### src/rtl/core/arpc_pkg.sv
package arpc_pkg;

	localparam int TABLE_ENTRIES_DEF = 16;

	localparam int IP_W   = 32;
	localparam int MAC_W  = 48;
	localparam int STAT_W = 3;
	localparam int SLOT_W = 4;

	localparam logic OP_LOOKUP = 1'b0;
	localparam logic OP_INSERT = 1'b1;

	localparam logic [STAT_W-1:0] ST_MISS     = 3'd0;
	localparam logic [STAT_W-1:0] ST_HIT      = 3'd1;
	localparam logic [STAT_W-1:0] ST_UPDATED  = 3'd2;
	localparam logic [STAT_W-1:0] ST_FILLED   = 3'd3;
	localparam logic [STAT_W-1:0] ST_REPLACED = 3'd4;

	typedef struct packed {
		logic             opcode;
		logic [IP_W-1:0]  ip_addr;
		logic [MAC_W-1:0] mac_in;
	} req_t;

	typedef struct packed {
		logic [STAT_W-1:0] status;
		logic [MAC_W-1:0]  mac_out;
		logic [SLOT_W-1:0] slot;
	} rsp_t;

	typedef struct packed {
		logic [IP_W-1:0]  ip;
		logic [MAC_W-1:0] mac;
	} entry_t;

endpackage

### src/rtl/core/arpc_mem.sv
module arpc_mem import arpc_pkg::*; #(
	parameter int TABLE_ENTRIES = TABLE_ENTRIES_DEF,
	localparam int IDX_W = $clog2(TABLE_ENTRIES)
) (
	input  logic             clk,
	input  logic             wr_en,
	input  logic [IDX_W-1:0] wr_addr,
	input  entry_t           wr_data,
	input  logic [IDX_W-1:0] rd_addr,
	output entry_t           rd_data
);

	entry_t mem_q [TABLE_ENTRIES];

	always_ff @(posedge clk) begin
		if (wr_en) begin
			mem_q[wr_addr] <= wr_data;
		end
		rd_data <= mem_q[rd_addr];
	end

endmodule

### src/rtl/core/arpc_ctrl.sv
module arpc_ctrl import arpc_pkg::*; #(
	parameter int TABLE_ENTRIES = TABLE_ENTRIES_DEF,
	localparam int IDX_W = $clog2(TABLE_ENTRIES),
	localparam int CNT_W = $clog2(TABLE_ENTRIES + 1)
) (
	input  logic             clk,
	input  logic             arst_n,
	input  logic             req_valid,
	output logic             req_stall,
	input  req_t             req,
	output logic             res_valid,
	input  logic             res_take,
	output rsp_t             res,
	output logic             wr_en,
	output logic [IDX_W-1:0] wr_addr,
	output entry_t           wr_data,
	output logic [IDX_W-1:0] rd_addr,
	input  entry_t           rd_data
);

	localparam logic [1:0] S_IDLE = 2'd0;
	localparam logic [1:0] S_SCAN = 2'd1;
	localparam logic [1:0] S_DONE = 2'd2;

	logic [1:0]       state_q;
	logic [CNT_W-1:0] count_q;
	logic             op_q;
	logic [IP_W-1:0]  ip_q;
	logic [MAC_W-1:0] mac_q;
	logic [IDX_W-1:0] cmp_idx_q;
	logic             hit_q;
	logic [IDX_W-1:0] hit_idx_q;
	logic [MAC_W-1:0] hit_mac_q;

	logic accept;
	logic match;
	logic last;
	logic full;

	assign accept    = (state_q == S_IDLE) && req_valid;
	assign req_stall = (state_q != S_IDLE);
	assign match     = (rd_data.ip == ip_q);
	assign last      = (cmp_idx_q == IDX_W'(count_q - CNT_W'(1)));
	assign full      = (count_q == CNT_W'(TABLE_ENTRIES));
	assign res_valid = (state_q == S_DONE);

	// Entries 0 to count-1 are the valid ones, so the scan reads them in order.
	assign rd_addr = (state_q == S_IDLE) ? '0 : cmp_idx_q + IDX_W'(1);

	always_comb begin
		res     = '0;
		wr_en   = 1'b0;
		wr_addr = '0;
		wr_data = '{ip: ip_q, mac: mac_q};
		if (op_q == OP_LOOKUP) begin
			if (hit_q) begin
				res.status  = ST_HIT;
				res.mac_out = hit_mac_q;
				res.slot    = SLOT_W'(hit_idx_q);
			end else begin
				res.status = ST_MISS;
			end
		end else begin
			wr_en = res_take;
			if (hit_q) begin
				res.status = ST_UPDATED;
				res.slot   = SLOT_W'(hit_idx_q);
				wr_addr    = hit_idx_q;
			end else if (!full) begin
				res.status = ST_FILLED;
				res.slot   = SLOT_W'(count_q);
				wr_addr    = IDX_W'(count_q);
			end else begin
				res.status = ST_REPLACED;
			end
		end
	end

	always_ff @(posedge clk or negedge arst_n) begin
		if (!arst_n) begin
			state_q <= S_IDLE;
			count_q <= '0;
		end else begin
			case (state_q)
				S_IDLE: begin
					if (accept) begin
						state_q <= (count_q == '0) ? S_DONE : S_SCAN;
					end
				end
				S_SCAN: begin
					if (match || last) begin
						state_q <= S_DONE;
					end
				end
				S_DONE: begin
					if (res_take) begin
						state_q <= S_IDLE;
						if (op_q == OP_INSERT && !hit_q && !full) begin
							count_q <= count_q + CNT_W'(1);
						end
					end
				end
				default: begin
					state_q <= S_IDLE;
				end
			endcase
		end
	end

	always_ff @(posedge clk) begin
		if (accept) begin
			op_q      <= req.opcode;
			ip_q      <= req.ip_addr;
			mac_q     <= req.mac_in;
			cmp_idx_q <= '0;
			hit_q     <= 1'b0;
		end else if (state_q == S_SCAN) begin
			if (match) begin
				hit_q     <= 1'b1;
				hit_idx_q <= cmp_idx_q;
				hit_mac_q <= rd_data.mac;
			end else if (!last) begin
				cmp_idx_q <= cmp_idx_q + IDX_W'(1);
			end
		end
	end

endmodule

### src/rtl/core/arp_address_cache.sv
// Channel  Direction  Payload  Handshake
// req      in         req_t    req_valid / req_stall
// rsp      out        rsp_t    rsp_valid / rsp_stall
//
// Each transaction is accepted, scans the valid entries in order through the
// single read port of the entry memory until a match, then delivers the result
// and, on an insert, writes back. Reset clears the fill count, the state and
// the output valid; entry memory needs no clearing pass. A result waits in the
// output register while rsp_stall is high, and the next transaction is scanned behind it.
module arp_address_cache import arpc_pkg::*; #(
	parameter int TABLE_ENTRIES = TABLE_ENTRIES_DEF,
	localparam int IDX_W = $clog2(TABLE_ENTRIES)
) (
	input  logic clk,
	input  logic arst_n,
	input  logic req_valid,
	output logic req_stall,
	input  req_t req,
	output logic rsp_valid,
	input  logic rsp_stall,
	output rsp_t rsp
);

	logic             res_valid;
	logic             res_take;
	rsp_t             res;
	logic             wr_en;
	logic [IDX_W-1:0] wr_addr;
	entry_t           wr_data;
	logic [IDX_W-1:0] rd_addr;
	entry_t           rd_data;
	logic             rsp_valid_q;
	rsp_t             rsp_q;

	arpc_ctrl #(.TABLE_ENTRIES(TABLE_ENTRIES)) u_ctrl (
		.clk       (clk),
		.arst_n    (arst_n),
		.req_valid (req_valid),
		.req_stall (req_stall),
		.req       (req),
		.res_valid (res_valid),
		.res_take  (res_take),
		.res       (res),
		.wr_en     (wr_en),
		.wr_addr   (wr_addr),
		.wr_data   (wr_data),
		.rd_addr   (rd_addr),
		.rd_data   (rd_data)
	);

	arpc_mem #(.TABLE_ENTRIES(TABLE_ENTRIES)) u_mem (
		.clk     (clk),
		.wr_en   (wr_en),
		.wr_addr (wr_addr),
		.wr_data (wr_data),
		.rd_addr (rd_addr),
		.rd_data (rd_data)
	);

	assign res_take  = res_valid && (!rsp_valid_q || !rsp_stall);
	assign rsp_valid = rsp_valid_q;
	assign rsp       = rsp_q;

	always_ff @(posedge clk or negedge arst_n) begin
		if (!arst_n) begin
			rsp_valid_q <= 1'b0;
		end else if (res_take) begin
			rsp_valid_q <= 1'b1;
		end else if (!rsp_stall) begin
			rsp_valid_q <= 1'b0;
		end
	end

	always_ff @(posedge clk) begin
		if (res_take) begin
			rsp_q <= res;
		end
	end

endmodule
### config.mk
export PLATFORM = sky130hd
export DESIGN_NAME = arp_address_cache
export DESIGN_NICKNAME = d
export VERILOG_FILES = /design/src/rtl/core/arpc_pkg.sv /design/src/rtl/core/arpc_mem.sv /design/src/rtl/core/arpc_ctrl.sv /design/src/rtl/core/arp_address_cache.sv
export SDC_FILE = /design/constraint.sdc
export NUM_CORES = 2
export LEC_CHECK = 0
export BUFFER_PORTS_ARGS = -buffer_cell sky130_fd_sc_hd__buf_2
export CORE_AREA = 3 3 407 409
export DETAILED_ROUTE_END_ITERATION = 10
export DIE_AREA = 0 0 410 412
export GPL_ROUTABILITY_DRIVEN = 0
export PLACE_DENSITY = 0.6
export SKIP_LAST_GASP = 1
export SLEW_MARGIN = 20
export SYNTH_ARGS = -nofsm -noshare
export SYNTH_HDL_FRONTEND = slang
export SYNTH_HIERARCHICAL = 1
export SYNTH_SLANG_ARGS = --single-unit
### constraint.sdc
create_clock -name clk -period 24.4 [get_ports clk]
set_clock_uncertainty 0.2 [all_clocks]
set_input_delay 1.22 -clock clk [delete_from_list [all_inputs] [get_ports clk]]
set_output_delay 1.22 -clock clk [all_outputs]
set_load 0.05 [all_outputs]
# == Word-level counts from Yosys, hierarchy flattened ==
# Memory sizes are Yosys's and may differ from the RTL's. A register that Yosys moved wholly into a read port is not among the register bits.
# Index checks and enable logic that the tools add are counted.
# classes
n_addsub,3
mux,20
n_reduce_logical,19
n_bitwise,4
n_eq_ne,9
# op_table
op,n
32-bit equality test,1
4-bit two-way mux,6
3-bit AND reduction,4
3-bit two-way mux,3
2-bit two-way mux,4
2-bit by 1-bit != test with 1-bit output (second input constant),4
1-bit two-way mux,6
2-bit one-hot mux with 3 select lines,1
5-bit by 1-bit adder with 5-bit output (second input constant),1
5-bit equality test (second input constant),1
5-bit zero test,1
4-bit by 1-bit adder with 4-bit output (second input constant),1
4-bit equality test,1
1-bit logical AND,4
1-bit zero test,4
1-bit NOT,4
4-bit by 1-bit subtractor with 4-bit output (second input constant),1
2-bit by 1-bit equality test with 1-bit output (second input constant),1
2-bit equality test (second input constant),1
2-bit zero test,1
1-bit logical OR,2
2-bit AND reduction,1
2-bit nonzero test,1
2-bit OR reduction,1
# totals
elab_cells,69
input_bits,85
n_memories,1
register_bits,201
output_inout_bits,57
ram_bits,1280
# mem_list
memory,words,word_bits,read_ports,rd_clocked_by_memory_dff,wr,line,source
u_mem.mem_q,16,80,1,1,1,arpc_mem.sv:13,entry_t mem_q [TABLE_ENTRIES];

# == Longest topological paths before layout ==
# logic_depth
depth_word,6
mapped_depth,9

# == Cells and area by module ==
# Netlist, hierarchy kept.
# by_module_without_submodules
module,cells_each,seq_area_each_um2,n_inst,area_each_um2
arpc_mem,2054,40038.4,1,49422.4
arpc_ctrl,328,4269.1,1,5507.8
arp_address_cache,58,1676.6,1,1695.4

# == Worst setup path after synthesis ==
# Ideal clock, no wire load.
# synth_path
kind,in2reg
start,input port rsp_stall
end,memory u_mem/mem_q[0][0] in the netlist's numbering (enable)
slack_ns,14.448
arrival_time_ns,9.136
cell_stages,4
cell_sequence,a21boi_2 -> and2_1 -> or3b_2 -> nor3_1
# synth_between
elab_chain_len,6
# synth_lines
element,line,source
"start, declared",arp_address_cache.sv:20,"input logic rsp_stall,"
1-bit zero test,-,
1-bit logical OR,arp_address_cache.sv:60,assign res_take = res_valid && (!rsp_valid_q || !rsp_stall);
1-bit logical AND,arp_address_cache.sv:60,
1-bit two-way mux,arpc_ctrl.sv:55,if (op_q == OP_LOOKUP) begin
net wr_en,arp_address_cache.sv:27,logic wr_en;
1-bit two-way mux,arpc_mem.sv:16,if (wr_en) begin
1-bit two-way mux (not written as such),arpc_mem.sv:17,mem_q[wr_addr] <= wr_data;
"end, declared",arpc_mem.sv:13,
# The timed path passes the listed nets, and every way through them passes these cells.

# == Worst setup path in the final report ==
# layout_path
start,register u_ctrl.state_q[0]
end,"register, netlist name u_mem/rd_data[63]"
# layout_between
elab_chain_len,2
# layout_lines
element,line,source
"start, declared",arpc_ctrl.sv:25,logic [1:0] state_q;
"start signal, assigned",arpc_ctrl.sv:87,state_q <= (count_q == '0) ? S_DONE : S_SCAN;
2-bit zero test,arpc_ctrl.sv:48,assign rd_addr = (state_q == S_IDLE) ? '0 : cmp_idx_q + IDX_W'(1);
4-bit two-way mux,arpc_ctrl.sv:48,
net rd_addr[0],arp_address_cache.sv:30,logic [IDX_W-1:0] rd_addr;
# The timed path passes the listed nets, and every way through them passes these cells.
# A chain may end at the register's enable or synchronous reset.

==> flow_summary.toml <==
[status]
status = "finished, final reports clean"

[cts]
cts_buffers = 160
hold_buffers = 0
cts_buffer_depth = 3
root_buffer = "clkbuf_16"
cts.repair.resized = 0
clkTransAtPathRegs_ns = 0.06
cts_tree = "built"
cts_max_level = 4
cts_setup_buffers = 0
insertion_delay_ns = 0.78
clock_sinks = 1561

[layout]
final_core_util_pct = 40.17
fillers = 14200
final_nets = 2770
n_antenna_cell = 0
final_common_cell = "edfxtp_1"
mostFrequentLayoutCells = "1468 x edfxtp_1, 320 x mux4_2, 162 x clkbuf_16"
drive_above_1_share_pct = 27.33
syn2layout_area_growth_pct = 15.20

[route]
drcViolationCount = 0
wirelength_um = 125800
drt_pre_antenna_iters = 5
vias = 25150
viasPerCell = 5.038
postRouteAntennaNets = 0
wire_per_inst_um = 25.20
first_iter_violations = 2565

[sta]
rsz0062_at_grt = "no"
max_freq_ghz = 0.1895
drv_slew = 0
finalWorstSetupSlack_ns = 19.12
setup_viol = 0
relSlewSlack_pct = 24.98
finalHoldViolations = 0
post-route-min-period_ns = 5.276
fin_setup_tns_ns = 0
period_share_pct = 21.62
worst_pin_slew_ns = 1.125

[worst_setup_path]
start_kind = "flop"
path_class = "reg -> reg"
crit_fanout = 92
cp-end-kind = "flop"
worstPathArrival_ns = 5.73
rrSetupSlack_ns = 19.12
crit_required_ns = 24.85

[power]
power_density_nw_per_um2 = 116.9
power_mw = 7.628
p_leak_nw = 20.48
max-vdd-ir-drop_mv = 0.08473

[logic_synthesis]
synth_cell_type_count = 41
avgSynthCellArea_sq_um = 23.21
yosys_warnings = 6
synth_cells = 2440
ys_ff_latch = 1561
synth_flop_cell = "edfxtp_1"
seq_area_frac_synth_pct = 81.21
syn_area_sq_um = 56630
synthArstFlopShare_pct = 0.5125
postSynthNetCount = 2529
synth-edff-count = 1468

[global_route]
grt_pass1_vias = 26560
grtUsageTotal_pct = 14.93
grt_antenna_before_repair = 16
grt_max_degree = 135
grt-ovfl-total = 0
grt_first_pass_wirelength_um = 185300

[worst_hold_path]
hp-class = "in -> async"

[floorplanning]
io_pins = 142
fp.dieH_um = 412
initial_utilization_pct = 34.87
die_x_um = 410
fp-row-count = 148
fp.coreArea_sq_um = 162400
dieArea_sq_um = 168900

[placed_design]
portBuffers = 141
preCtsSetupSlack_ns = 18.91
dp_hpwl_um = 65550

[run]
cap_violations = 0
-- synth_stat cells, drive strengths merged, types with 2 or more instances --
| master | instances | area [sq um] |
|---|---|---|
| edfxtp | 1468 | 44080 |
| mux4 | 320 | 7207 |
| a22oi | 160 | 1201 |
| nand2 | 94 | 352.8 |
| dfxtp | 85 | 1702 |
| buf | 67 | 400.4 |
| and2 | 53 | 331.6 |
| clkbuf | 48 | 181.4 |
| xor2 | 34 | 297.8 |
| nor2 | 21 | 78.83 |
| dfrtp | 8 | 200.2 |
| nor4 | 8 | 50.05 |
| xnor2 | 8 | 70.07 |
| nor2b | 7 | 43.79 |
| nor3 | 7 | 35.03 |
| o21ai | 7 | 35.03 |
| inv | 6 | 22.52 |
| mux2i | 5 | 50.05 |
| nand2b | 5 | 31.28 |
| ha | 4 | 50.05 |
| nand4 | 4 | 25.02 |
| nand3 | 3 | 15.01 |
| a21boi | 2 | 18.77 |
| a21o | 2 | 15.01 |
| a22o | 2 | 17.52 |
| nand3b | 2 | 15.01 |
| o21a | 2 | 15.01 |
-- critical path: stages, from the launching register on --
cell and delay (ns):
dfrtp_1 0.41, nor2_1 0.17, nor2_4 0.38, buf_12 0.56, buf_4 0.77, buf_4 0.79
buf_4 0.68, mux4_2 0.60, a22oi_1 0.26, nand2_1 0.08
-- kinds of logic after synthesis --
logic type      share of synthesized area, %
fa+ha+maj                            0.08839
compound gates                         2.360
xor+xnor                              0.6916
simple gates                           1.770
mux                                    12.82
buf+inv                                1.067
flops                                  81.21
-- worst paths after layout --
check | start | to | cells past startpoint
min in group clk | u_mem/rd_data[3] | u_ctrl/hit_mac_q[3] | 0
worst max register to register | u_ctrl/state_q[0] | u_mem/rd_data[63] | 9
max in group asynchronous | arst_n | u_ctrl/count_q[2] | 1
worst min-delay path | arst_n | rsp_valid | 1
worst max-delay path | u_ctrl/state_q[0] | u_mem/rd_data[63] | 9
worst min register to register | u_mem/rd_data[3] | u_ctrl/hit_mac_q[3] | 0
-- registers in the layout, indices dropped and copies added, names as in the netlist --
name / cells
u_ctrl/op_q: 1
u_ctrl/count_q: 5
u_ctrl/state_q: 2
u_ctrl/cmp_idx_q: 4
u_mem/rd_data: 80
u_ctrl/hit_mac_q: 48
u_mem/mem_q: 1280
u_ctrl/ip_q: 32
u_ctrl/mac_q: 48
rsp_valid: 1
u_ctrl/hit_idx_q: 4
rsp: 55
u_ctrl/hit_q: 1
-- stage by stage --
| stage | cells | instance area, sq um | hold WS [ns] |
|---|---|---|---|
| floorplan | 2440 | 56630 | 0.1855 |
| global placement | 4694 | 60070 | 0.1884 |
| detailed placement | 4694 | 60070 | 0.1887 |
| CTS | 4992 | 65230 | 0.03578 |
| global route | 4992 | 65230 | 0.06091 |
| finish | 4992 | 65230 | 0.1062 |
-- layer usage --
metal / global-route usage, % / up-vias / part of all wire, %
met3: 2.600 / 174 / 5.3
met4: 3.842 / 2 / 2.0
met2: 24.77 / 711 / 50
met1: 20.47 / 13540 / 43
li1: - / 10720 / -
met5: 0 / - / 0.0095
-- area by class of cell --
type	instances	area (sq um)	share of cell area [%]
sequential	1561	45980	70.49
multi-input combinational	758	10210	15.65
clock buffer	210	4324	6.629
clock inverter	88	843.3	1.293
tap	2175	2721	4.172
inverter	6	25.02	0.03836
timing repair buffer	194	1129	1.730
-- where the power goes --
part           total [mW]  internal (mW)  switching (mW)  leakage (nW)
combinational        1.83          0.825            1.00          3.88
clock                2.39           1.38            1.01          2.52
sequential           3.41           3.24           0.172          14.1
(Power assumes the default switching activity.)
